==> config.mk <==
export PLATFORM = sky130hd
export DESIGN_NAME = pcm_format_with_noise_shaped_dither
export DESIGN_NICKNAME = d
export VERILOG_FILES = /design/src/sv/pcmfd_pkg.sv /design/src/sv/pcmfd_lcg.sv /design/src/sv/pcmfd_dither.sv /design/src/sv/pcm_format_with_noise_shaped_dither.sv
export SDC_FILE = /design/constraint.sdc
export NUM_CORES = 2
export LEC_CHECK = 0
export CORE_MARGIN = 5
export CORE_UTILIZATION = 30
export DETAILED_ROUTE_END_ITERATION = 10
export DONT_BUFFER_PORTS = 1
export MAX_ROUTING_LAYER = met4
export SYNTH_ARGS = -nofsm -noshare
export SYNTH_HDL_FRONTEND = slang
export SYNTH_SLANG_ARGS = --single-unit
==> constraint.sdc <==
create_clock -name clk -period 12.53 [get_ports clk]
set_input_delay 0.6265 -clock clk [delete_from_list [all_inputs] [get_ports clk]]
set_output_delay 0.6265 -clock clk [all_outputs]
set_load 0.03 [all_outputs]
==> src/sv/pcmfd_pkg.sv <==
`timescale 1ns / 1ps
// ----------------------------------------------------------------------------
// pcmfd_pkg
// Shared types and constants for the PCM formatter with noise-shaped dither.
// ----------------------------------------------------------------------------
package pcmfd_pkg;

  // Generator: next = state * 16807 mod (2^31 - 1)
  localparam int SEED_W     = 31;
  localparam int LCG_MULT_W = 15;
  localparam int PROD_W     = SEED_W + LCG_MULT_W;
  localparam logic [LCG_MULT_W-1:0] LCG_MULT = 15'd16807;
  localparam logic [SEED_W-1:0]     LCG_MOD  = 31'h7fff_ffff;
  localparam logic [SEED_W-1:0]     SEED_RESET = 31'd1;
  // Generator value one step past the reset seed
  localparam logic [SEED_W-1:0] RND_AHEAD_RESET =
    SEED_W'((64'(SEED_RESET) * 64'(LCG_MULT)) % 64'(LCG_MOD));

  // Dither datapath
  localparam int SAMPLE_W  = 32;
  localparam int ERR_W     = 32;
  localparam int ACC_W     = 36;
  localparam int OUT_SHIFT = 8;
  localparam int HALF_W    = 16;
  localparam int BYTE_W    = 8;
  localparam int BYTE_BIAS = 128;
  localparam int LOW_MASK  = 8'hff;
  localparam logic signed [ACC_W-1:0] CLIP_MAX = 36'sd8388607;
  localparam logic signed [ACC_W-1:0] CLIP_MIN = -36'sd8388608;

  // Sample size codes (bytes_per_sample)
  localparam int BPS_W = 3;
  localparam logic [BPS_W-1:0] BPS_8     = 3'd1;
  localparam logic [BPS_W-1:0] BPS_16    = 3'd2;
  localparam logic [BPS_W-1:0] BPS_24    = 3'd3;
  localparam logic [BPS_W-1:0] BPS_32    = 3'd4;
  localparam logic [BPS_W-1:0] BPS_RESET = BPS_24;

  // Configuration register indexes
  localparam int CFG_IDX_W = 2;
  typedef enum logic [CFG_IDX_W-1:0] {
    CFG_BPS    = 2'd0,
    CFG_STEREO = 2'd1,
    CFG_SEED   = 2'd2
  } cfg_idx_e;

  typedef struct packed {
    logic signed [SAMPLE_W-1:0] sample;
    logic                       channel;
  } in_item_t;

  typedef struct packed {
    logic [31:0]      out_word;
    logic [BPS_W-1:0] out_bytes;
  } out_item_t;

  // Error-feedback taps of one channel
  typedef struct packed {
    logic signed [ERR_W-1:0] recent;
    logic signed [ERR_W-1:0] halved;
    logic signed [ERR_W-1:0] oldest;
  } taps_t;

endpackage

==> src/sv/pcmfd_lcg.sv <==
`timescale 1ns / 1ps
// ----------------------------------------------------------------------------
// pcmfd_lcg
// One Park-Miller step: full 31x15 product folded modulo 2^31 - 1.
// ----------------------------------------------------------------------------
module pcmfd_lcg
  import pcmfd_pkg::*;
(
  input  logic [SEED_W-1:0] state_in,
  output logic [SEED_W-1:0] state_out
);

  logic [PROD_W-1:0] prod;
  logic [SEED_W:0]   fold;
  logic [SEED_W:0]   fold_sub;

  // 2^31 = 1 mod M, so high part folds onto low part; one correction
  always_comb begin
    prod      = PROD_W'(state_in) * PROD_W'(LCG_MULT);
    fold      = {1'b0, prod[SEED_W-1:0]} + (SEED_W+1)'(prod[PROD_W-1:SEED_W]);
    fold_sub  = fold - {1'b0, LCG_MOD};
    state_out = (fold >= {1'b0, LCG_MOD}) ? fold_sub[SEED_W-1:0] : fold[SEED_W-1:0];
  end

endmodule

==> src/sv/pcmfd_dither.sv <==
`timescale 1ns / 1ps
// ----------------------------------------------------------------------------
// pcmfd_dither
// 24-to-16-bit requantizer: error-feedback shaping, dither, clip, shift.
// ----------------------------------------------------------------------------
module pcmfd_dither
  import pcmfd_pkg::*;
(
  input  logic signed [SAMPLE_W-1:0] sample,
  input  taps_t                      taps,
  input  logic [BYTE_W-1:0]          rnd_old_lo,
  input  logic [BYTE_W-1:0]          rnd_new_lo,
  output taps_t                      taps_nxt,
  output logic [HALF_W-1:0]          word16
);

  logic signed [ACC_W-1:0] shaped;
  logic signed [ACC_W-1:0] dith;
  logic signed [ACC_W-1:0] shaped_c;
  logic signed [ACC_W-1:0] dith_c;
  logic signed [ACC_W-1:0] quant;
  logic signed [ACC_W-1:0] err;
  logic signed [ERR_W-1:0] half_adj;

  // Shaped sum and dithered value, wide enough that nothing wraps
  always_comb begin
    shaped = ACC_W'(sample) + ACC_W'($signed(taps.recent))
           - ACC_W'($signed(taps.halved)) + ACC_W'($signed(taps.oldest));
    dith   = shaped + ACC_W'(BYTE_BIAS) + ACC_W'(rnd_new_lo) - ACC_W'(rnd_old_lo);
  end

  // Clip to 24 bits; the shaped sum is clipped alongside on overflow
  always_comb begin
    dith_c   = dith;
    shaped_c = shaped;
    if (dith > CLIP_MAX) begin
      dith_c = CLIP_MAX;
      if (shaped > CLIP_MAX) shaped_c = CLIP_MAX;
    end else if (dith < CLIP_MIN) begin
      dith_c = CLIP_MIN;
      if (shaped < CLIP_MIN) shaped_c = CLIP_MIN;
    end
  end

  // Drop the low byte, form the new error and shift the taps
  always_comb begin
    quant           = dith_c & ~ACC_W'(LOW_MASK);
    err             = shaped_c - quant;
    half_adj        = $signed(taps.recent) + ERR_W'(taps.recent[ERR_W-1]);
    taps_nxt.recent = err[ERR_W-1:0];
    taps_nxt.halved = half_adj >>> 1;   // rounds toward zero
    taps_nxt.oldest = taps.halved;
    word16          = quant[OUT_SHIFT+HALF_W-1:OUT_SHIFT];
  end

endmodule

==> src/sv/pcm_format_with_noise_shaped_dither.sv <==
`timescale 1ns / 1ps
// ----------------------------------------------------------------------------
// pcm_format_with_noise_shaped_dither
// Formats one signed PCM sample per item into a little-endian output word.
//
// Input channel: in_valid / in_stall carry in_item (sample, channel).
// Output channel: out_valid / out_stall carry out_item (out_word, out_bytes).
// Config channel: cfg_valid / cfg_ready with cfg_index, cfg_data; always ready.
//   Index 0 bytes_per_sample, 1 stereo, 2 dither_seed (also reloads both
//   generator states). Write only while no item is in flight.
// Throughput: one item per cycle while the output is not stalled. The per-channel feedback taps and the
//   precomputed next generator value are read and updated in the same cycle,
//   so back-to-back items on one channel need no spacing.
// Path: an accepted item is held in the input register; its result is then
//   loaded into the output register once that register is empty or not stalled.
// Stall: while out_stall holds a result, one more item is taken into the
//   input register; in_stall rises only when both registers are full.
// Reset (rst_n low, synchronous): pipeline empties, taps clear, generators
//   load seed 1, bytes_per_sample = 3, stereo = 1.
// ----------------------------------------------------------------------------
module pcm_format_with_noise_shaped_dither
  import pcmfd_pkg::*;
(
  input  logic                 clk,
  input  logic                 rst_n,
  input  logic                 in_valid,
  output logic                 in_stall,
  input  in_item_t             in_item,
  output logic                 out_valid,
  input  logic                 out_stall,
  output out_item_t            out_item,
  input  logic                 cfg_valid,
  output logic                 cfg_ready,
  input  logic [CFG_IDX_W-1:0] cfg_index,
  input  logic [SEED_W-1:0]    cfg_data
);

  // Config registers
  logic [BPS_W-1:0] bps_r, bps_nxt;
  logic             stereo_r, stereo_nxt;

  // Pipeline registers
  logic      s1_v_r, s1_v_nxt;
  in_item_t  s1_item_r;
  logic      out_v_r, out_v_nxt;
  out_item_t out_item_r, out_item_nxt;

  // Per-channel state: taps, low byte of generator, next generator value
  taps_t             taps_r[2], taps_nxt[2];
  logic [BYTE_W-1:0] rnd_lo_r[2], rnd_lo_nxt[2];
  logic [SEED_W-1:0] rnd_ahead_r[2], rnd_ahead_nxt[2];

  logic              adv, in_acc, cfg_wr, seed_wr, dith_fire, ch;
  taps_t             cur_taps, new_taps;
  logic [BYTE_W-1:0] cur_lo;
  logic [SEED_W-1:0] cur_ahead, pm_in, pm_out;
  logic [HALF_W-1:0] word16;

  // Handshake
  always_comb begin
    adv       = s1_v_r && (!out_v_r || !out_stall);
    in_stall  = s1_v_r && !adv;
    in_acc    = in_valid && !in_stall;
    cfg_ready = 1'b1;
    cfg_wr    = cfg_valid && cfg_ready;
    seed_wr   = cfg_wr && (cfg_index == CFG_SEED);
    out_valid = out_v_r;
    out_item  = out_item_r;
  end

  // Channel state select
  always_comb begin
    ch        = stereo_r & s1_item_r.channel;
    cur_taps  = taps_r[ch];
    cur_lo    = rnd_lo_r[ch];
    cur_ahead = rnd_ahead_r[ch];
    dith_fire = adv && (bps_r == BPS_24);
    // one generator step, shared by seed load and dither
    pm_in     = seed_wr ? cfg_data : cur_ahead;
  end

  pcmfd_lcg u_lcg (
    .state_in  (pm_in),
    .state_out (pm_out)
  );

  pcmfd_dither u_dither (
    .sample     (s1_item_r.sample),
    .taps       (cur_taps),
    .rnd_old_lo (cur_lo),
    .rnd_new_lo (cur_ahead[BYTE_W-1:0]),
    .taps_nxt   (new_taps),
    .word16     (word16)
  );

  // Output formatting by sample size
  always_comb begin
    out_item_nxt = out_item_r;
    if (adv) begin
      case (bps_r)
        BPS_8: begin
          out_item_nxt.out_word  = {24'b0, s1_item_r.sample[BYTE_W-1:0] + BYTE_W'(BYTE_BIAS)};
          out_item_nxt.out_bytes = BPS_8;
        end
        BPS_16: begin
          out_item_nxt.out_word  = {16'b0, s1_item_r.sample[HALF_W-1:0]};
          out_item_nxt.out_bytes = BPS_16;
        end
        BPS_24: begin
          out_item_nxt.out_word  = {16'b0, word16};
          out_item_nxt.out_bytes = BPS_16;
        end
        BPS_32: begin
          out_item_nxt.out_word  = s1_item_r.sample;
          out_item_nxt.out_bytes = BPS_32;
        end
        default: begin
          out_item_nxt.out_word  = '0;
          out_item_nxt.out_bytes = '0;
        end
      endcase
    end
  end

  // Pipeline valid bits
  always_comb begin
    s1_v_nxt  = in_acc ? 1'b1 : (adv ? 1'b0 : s1_v_r);
    out_v_nxt = adv ? 1'b1 : (out_stall ? out_v_r : 1'b0);
  end

  // Config register writes
  always_comb begin
    bps_nxt    = bps_r;
    stereo_nxt = stereo_r;
    if (cfg_wr) begin
      case (cfg_index)
        CFG_BPS:    bps_nxt    = cfg_data[BPS_W-1:0];
        CFG_STEREO: stereo_nxt = cfg_data[0];
        default: ;
      endcase
    end
  end

  // Channel state update
  always_comb begin
    taps_nxt      = taps_r;
    rnd_lo_nxt    = rnd_lo_r;
    rnd_ahead_nxt = rnd_ahead_r;
    if (seed_wr) begin
      for (int i = 0; i < 2; i++) begin
        rnd_lo_nxt[i]    = cfg_data[BYTE_W-1:0];
        rnd_ahead_nxt[i] = pm_out;
      end
    end else if (dith_fire) begin
      taps_nxt[ch]      = new_taps;
      rnd_lo_nxt[ch]    = cur_ahead[BYTE_W-1:0];
      rnd_ahead_nxt[ch] = pm_out;
    end
  end

  // Registers
  always_ff @(posedge clk) begin
    if (!rst_n) begin
      bps_r    <= BPS_RESET;
      stereo_r <= 1'b1;
      s1_v_r   <= 1'b0;
      out_v_r  <= 1'b0;
      for (int i = 0; i < 2; i++) begin
        taps_r[i]      <= '0;
        rnd_lo_r[i]    <= SEED_RESET[BYTE_W-1:0];
        rnd_ahead_r[i] <= RND_AHEAD_RESET;
      end
    end else begin
      bps_r       <= bps_nxt;
      stereo_r    <= stereo_nxt;
      s1_v_r      <= s1_v_nxt;
      out_v_r     <= out_v_nxt;
      taps_r      <= taps_nxt;
      rnd_lo_r    <= rnd_lo_nxt;
      rnd_ahead_r <= rnd_ahead_nxt;
    end
  end

  // Payload registers
  always_ff @(posedge clk) begin
    if (in_acc) s1_item_r <= in_item;
    out_item_r <= out_item_nxt;
  end

endmodule

Word-level counts from Yosys, hierarchy flattened
Cells that the tools add are included.
{"block": "totals", "wordCells": 99, "out_inout_bits": 38, "reg_bits": 344}
{"block": "op_classes", "n_reduce_logical": 17, "eq_ne": 7, "n_mux": 35, "mul": 1, "addsub": 11, "magnitude_cmp": 7, "bitwise_logic": 3}
{"cell": "96-bit two-way mux", "count": 4}
{"cell": "192-bit bitwise mux", "count": 1}
{"cell": "32-bit two-way mux", "count": 6}
{"cell": "31-bit two-way mux", "count": 6}
{"cell": "35-bit case mux with 4 select lines", "count": 1}
{"cell": "62-bit two-way mux", "count": 2}
{"cell": "96-bit demux with 1-bit select", "count": 1}
{"cell": "62-bit bitwise mux", "count": 1}
{"cell": "31-bit by 15-bit multiplier with 46-bit output, second input constant", "count": 1}
{"cell": "36-bit by 8-bit adder with 36-bit output", "count": 1}
{"cell": "36-bit by 8-bit adder with 36-bit output, second input constant", "count": 1}
{"cell": "36-bit by 24-bit > comparator with 1-bit output, second input constant", "count": 1}
{"cell": "36-bit by 24-bit less-than comparator with 1-bit output, second input constant", "count": 1}
{"cell": "36-bit by 8-bit subtractor with 36-bit output", "count": 1}
{"cell": "34-bit by 32-bit adder with 35-bit output", "count": 1}
{"cell": "35-bit by 24-bit > comparator with 1-bit output, second input constant", "count": 1}
{"cell": "35-bit by 24-bit less-than comparator with 1-bit output, second input constant", "count": 1}
{"cell": "33-bit by 32-bit subtractor with 34-bit output", "count": 1}
{"cell": "32-bit by 32-bit adder with 33-bit output", "count": 1}
{"cell": "31-bit by 15-bit adder with 32-bit output", "count": 1}
{"cell": "32-bit by 1-bit adder with 32-bit output", "count": 1}
{"cell": "32-bit by 31-bit >= comparator with 1-bit output, second input constant", "count": 1}
{"cell": "16-bit two-way mux", "count": 2}
{"cell": "8-bit two-way mux", "count": 4}
{"cell": "24 further kinds", "count": 39}

Logic depth before layout (Yosys ltp)
{"block": "depth", "depth_word": 16, "ltp_mapped": 58}

Hierarchy
From an unflattened synthesis, not the netlist that was laid out.
{"block": "unflattened", "cells_unflattened": 4103, "hier_area_um2": 32925.3}
{"module": "pcm_format_with_noise_shaped_dither", "area_each_um2": 14318.7, "seq_area_each_um2": 7567.3, "n_inst": 1, "cells_each": 1769}
{"module": "pcmfd_dither", "area_each_um2": 9336.5, "seq_area_each_um2": 0.0, "n_inst": 1, "cells_each": 1239}
{"module": "pcmfd_lcg", "area_each_um2": 9270.1, "seq_area_each_um2": 0.0, "n_inst": 1, "cells_each": 1095}

Least setup slack after synthesis
OpenSTA, ideal clock, no wires.
{"block": "synth_path", "path_kind": "flip-flop to flip-flop", "start": "register s1_item_r[0] in the netlist's numbering", "end": "register taps_r[190] in the netlist's numbering", "stages_incl_launch_ff": 57, "setup_ns": 0.123, "synth_period_minus_slack_ns": 13.281, "n_path_buf": 9, "t_arrival_ns": 13.157, "path_slack_ns": -0.751, "cell_sequence": "edfxtp_1 -> nand2_1 -> clkbuf_1 -> clkbuf_1 -> buf_2 -> buf_1 -> clkbuf_1 -> buf_2 -> buf_1 -> mux2i_1 -> fa_1 -> fa_1 -> inv_1 -> ha_1 -> inv_1 -> fa_1 -> nor2b_1 -> o31a_1 -> (+21 left out) -> clkbuf_1 -> o21ai_0 -> ha_1 -> inv_1 -> fa_1 -> a21o_1 -> a21oi_1 -> nor2b_1 -> o21a_1 -> o41a_1 -> o221ai_1 -> a21oi_1 -> o21ba_2 -> a21oi_1 -> o21bai_1 -> a21oi_1 -> xor2_1 -> o21ai_0"}
{"block": "synth_between", "elab_chain_cells": 16}
{"item": "from (decl)", "line": "pcm_format_with_noise_shaped_dither.sv:44", "text": "in_item_t s1_item_r;"}
{"item": "from (signal assigned)", "line": "pcm_format_with_noise_shaped_dither.sv:186", "text": "if (in_acc) s1_item_r <= in_item;"}
{"item": "1-bit bitwise AND *", "line": "pcm_format_with_noise_shaped_dither.sv:73", "text": "ch = stereo_r & s1_item_r.channel;"}
{"item": "1-bit NOT with 2-bit output (implied by the code) *"}
{"item": "96-bit two-way mux (implied by the code) (3 in series)", "line": "pcm_format_with_noise_shaped_dither.sv:74", "text": "cur_taps = taps_r[ch];"}
{"item": "32-bit by 32-bit adder with 33-bit output", "line": "pcmfd_dither.sv:27", "text": "shaped = ACC_W'(sample) + ACC_W'($signed(taps.recent))"}
{"item": "33-bit by 32-bit subtractor with 34-bit output", "line": "pcmfd_dither.sv:28", "text": "- ACC_W'($signed(taps.halved)) + ACC_W'($signed(taps.oldest));"}
{"item": "34-bit by 32-bit adder with 35-bit output", "line": "pcmfd_dither.sv:28"}
{"item": "36-bit by 8-bit adder with 36-bit output (2 in series)", "line": "pcmfd_dither.sv:29", "text": "dith = shaped + ACC_W'(BYTE_BIAS) + ACC_W'(rnd_new_lo) - ACC_W'(rnd_old_lo);"}
{"item": "36-bit by 8-bit subtractor with 36-bit output", "line": "pcmfd_dither.sv:29"}
{"item": "36-bit by 24-bit less-than comparator with 1-bit output", "line": "pcmfd_dither.sv:39", "text": "end else if (dith < CLIP_MIN) begin"}
{"item": "32-bit two-way mux", "line": "pcmfd_dither.sv:39"}
{"item": "32-bit two-way mux", "line": "pcmfd_dither.sv:36", "text": "if (dith > CLIP_MAX) begin"}
{"item": "32-bit subtractor", "line": "pcmfd_dither.sv:48", "text": "err = shaped_c - quant;"}
{"item": "192-bit bitwise mux *", "line": "pcm_format_with_noise_shaped_dither.sv:155", "text": "taps_nxt[ch] = new_taps;"}
{"item": "to (signal assigned)", "line": "pcm_format_with_noise_shaped_dither.sv:178", "text": "taps_r <= taps_nxt;"}
{"item": "to (decl)", "line": "pcm_format_with_noise_shaped_dither.sv:49", "text": "taps_t taps_r[2], taps_nxt[2];"}
Mark *: on every way between the ends. The rest lies on a longest branch, timed or not. The select of a mux whose other input is x is not followed.
A chain may end at the register's enable or synchronous reset.

Final worst setup path
{"block": "layout_path", "start": "register s1_item_r[0] in the netlist's numbering", "end": "register rnd_ahead_r[21] in the netlist's numbering"}
{"block": "layout_between", "elab_chain_cells": 13}
{"item": "1-bit bitwise AND *", "line": "pcm_format_with_noise_shaped_dither.sv:73"}
{"item": "1-bit NOT with 2-bit output (implied by the code) *", "line": "pcm_format_with_noise_shaped_dither.sv:76, pcm_format_with_noise_shaped_dither.sv:157"}
{"item": "31-bit two-way mux (implied by the code) (3 in series)", "line": "pcm_format_with_noise_shaped_dither.sv:76", "text": "cur_ahead = rnd_ahead_r[ch];"}
{"item": "31-bit two-way mux", "line": "pcm_format_with_noise_shaped_dither.sv:79", "text": "pm_in = seed_wr ? cfg_data : cur_ahead;"}
{"item": "31-bit by 15-bit multiplier with 46-bit output", "line": "pcmfd_lcg.sv:19", "text": "prod = PROD_W'(state_in) * PROD_W'(LCG_MULT);"}
{"item": "31-bit by 15-bit adder with 32-bit output", "line": "pcmfd_lcg.sv:20", "text": "fold = {1'b0, prod[SEED_W-1:0]} + (SEED_W+1)'(prod[PROD_W-1:SEED_W]);"}
{"item": "31-bit subtractor or 32-bit by 31-bit >= comparator with 1-bit output (tied branches)", "line": "pcmfd_lcg.sv:21, pcmfd_lcg.sv:22"}
{"item": "31-bit two-way mux", "line": "pcmfd_lcg.sv:22", "text": "state_out = (fold >= {1'b0, LCG_MOD}) ? fold_sub[SEED_W-1:0] : fold[SEED_W-1:0];"}
{"item": "62-bit bitwise mux", "line": "pcm_format_with_noise_shaped_dither.sv:157", "text": "rnd_ahead_nxt[ch] = pm_out;"}
{"item": "62-bit two-way mux", "line": "pcm_format_with_noise_shaped_dither.sv:154", "text": "end else if (dith_fire) begin"}
{"item": "62-bit two-way mux *", "line": "pcm_format_with_noise_shaped_dither.sv:149", "text": "if (seed_wr) begin"}
{"item": "to (signal assigned)", "line": "pcm_format_with_noise_shaped_dither.sv:180", "text": "rnd_ahead_r <= rnd_ahead_nxt;"}
{"item": "to (decl)", "line": "pcm_format_with_noise_shaped_dither.sv:51", "text": "logic [SEED_W-1:0] rnd_ahead_r[2], rnd_ahead_nxt[2];"}
Marked as above.

==> results.cfg <==
[run_status]
status = finished clean

[finish]
num-nets-final = 4179
fill_cells = 10709
syn_to_final_growth_pct = 10.43
drive_gt1_share_pct = 6.124

[grt]
grt_max_degree = 132
grt_pass1_wl_um = 139200
grt_pass1_vias = 24489
overflow = 0
grt_usage_pct = 16.45
antenna_found_initial = 2

[cts]
numCtsBuffers = 40
htreeDepth = 2
clkTransAtPathRegs_ps = 60
cts_sinks = 340
cts_hold_buf = 0
cts_root_buf = clkbuf_16
clk_path_buf_depth = 3
cts_tree = built
insertion_delay_ps = 570

[timing]
setup_viol = 0
setup_tns_ps = 0
worstMarginPinSlew_ps = 1026
slew_headroom_pct = 31.12
slew_viol_final = 0
finalCritPeriodShare_pct = 95.77
final.setup_skew_ps = 21.79
hold_viol = 0
fmax_mhz = 83.33
rsz0062_at_grt = false
worst_slack_ps = 529.9
min_period_ps = 12000

[critical_path]
end_kind = flop
timing.rr.end = rnd_ahead_r[21]
cp.required_ps = 13000
slowest_delay_ps = 590
r2r_start = s1_item_r[0]
path_class = flop to flop
r2r_cells = 40
reg2reg_slack_ps = 530
path_max_fanout = 27
critPathLaunchType = flop
cpMostUsedCell = fa_1
arrival_ps = 12470
critPathSlowestCell = or4_1

[logic_synthesis]
synth_top_area_share_pct = 17.61
synth_edf_count = 68
ys.flop_type = dfxtp_1
syn_inst = 3550
yosysWarnings = 0
synth_area_um2 = 30910
async_reset_ff_share_pct = 0
synth_area_leaders = dfxtp_1 18%, ha_1 15%, fa_1 13%
synth_area_leader_cell = dfxtp_1
synth_nets = 4195
ys_ff_latch = 340
ys_seq_area_share_pct = 24.22
avgSynthCellArea_um2 = 8.708
ys_types = 88
synth_common_cells = 397 x inv_1, 397 x nand2_1, 366 x ha_1, 285 x a21oi_1, 272 x dfxtp_1

[die]
die_w_um = 331.0
ioPinCount = 109
core_area_um2 = 102000
dieArea_um2 = 109600
die_y_um = 331.0
start_util_pct = 30.30
rows = 117

[detailed_routing]
totalWireLength_um = 89810
drcViolationCount = 0
first_iter_violations = 1659
firstDrtPassIters = 5
drt-wirelength-per-cell_um = 18.22
viasPerCell = 5.057
vias = 24932
antenna_left = 0

[placed_design]
gp_congestion = 0.9512
numPortBuffers = 0
pre_cts_ws_ps = 187.8
dp_hpwl_um = 71170

[hold_path]
hold_start = in_item[21]
hold_class = primary input to flop
worstHoldPathCells = 0
min_to = s1_item_r[21]

[run]
cap_violations = 0
==> area by class of cell <==
class                           instances  area (µm²)  area share (%)
Antenna cell                            2       5.005         0.01466
Clock buffer                           58        1182           3.463
Clock inverter                         10       122.6          0.3592
Inverter                              398        1499           4.391
Multi-Input combinational cell       2675       21500           62.98
Sequential cell                       340        7487           21.93
Tap cell                             1368        1712           5.014
Timing Repair Buffer                   79       629.4           1.844
==> routing by layer <==
layer  global-route usage [%]  wire length, µm
met1                    21.36            40260
met2                    27.42            42130
met3                    2.316             5232
met4                    3.717             2194
met5                        -                0
==> state kept, by name, indices dropped and copies added (netlist names) <==
signal       count
out_item        35
s1_item_r       33
stereo_r         1
taps_r         188
rnd_lo_r        16
bps_r            3
out_valid        1
rnd_ahead_r     62
s1_v_r           1
==> worst max-delay path: cells and delay by family (launching register included) <==
| kind | cells | cell delay (ps) |
|---|---|---|
| AOI/OAI and AO/OA | 15 | 3430 |
| muxes | 2 | 870 |
| xor gates and xnor gates | 1 | 200 |
| DFF | 1 | 460 |
| and+or+nand+nor | 10 | 2670 |
| adders and majority gates | 8 | 3490 |
| buffers and inverters | 4 | 780 |
==> worst max path at each step <==
stage                       from               to  slack, ps  cells after the start
finish              s1_item_r[0]  rnd_ahead_r[21]        530                     40
detailed placement     cfg_valid  rnd_ahead_r[40]        190                     40
global route        s1_item_r[0]      taps_r[190]          3                     51
floorplan           s1_item_r[0]      taps_r[190]         20                     56
global placement       cfg_valid  rnd_ahead_r[40]        250                     39
CTS                 s1_item_r[0]  rnd_ahead_r[40]        240                     41
==> through the flow <==
stage / util [%] / cells / area, µm² / hold slack [ps]
after floorplan: - / 3550 / 30920 / 431.2
after global placement: 32.08 / 4855 / 32730 / 436.7
after detailed placement: 32.08 / 4855 / 32730 / 443.2
after CTS: 33.35 / 4923 / 34030 / 114.8
after global routing: 33.45 / 4928 / 34130 / 120.1
final: 33.46 / 4930 / 34140 / 154.9
==> cell usage in the layout, fill, tap and decap left out, types with 32 or more instances in the layout <==
cell type,count
xor2_1,53
a31oi_1,55
xnor2_1,104
nand4_1,32
dfxtp_1,272
fa_1,208
clkbuf_16,43
nand2_1,394
inv_1,395
a211oi_1,90
nand3_1,55
o21ai_0,130
or3_1,43
buf_4,75
a21oi_1,285
edfxtp_1,68
ha_1,366
nor3_1,49
a21o_1,78
nor2_1,224
mux2i_1,118
==> timing repair <==
item                                    4_1_cts  5_1_grt
gates resized for setup                       0       15
endpoints found under the setup margin        0       68
setup buffers                                 0        5
==> cell families after synthesis <==
family                   after synthesis  share of synthesized area, %
AO/OA/AOI/OAI                        830                         17.21
multiplexers                         148                         4.913
adder cells (fa/ha/maj)              574                         28.28
buffers and inverters                535                         6.565
other                                  1                       0.01213
XOR/XNOR                             160                         4.557
AND/OR/NAND/NOR                      962                         14.24
flip-flops                           340                         24.22
Power is left out: the tool's default activity adds up to more than one toggle a clock period on the data nets, which glitch-free logic cannot reach.
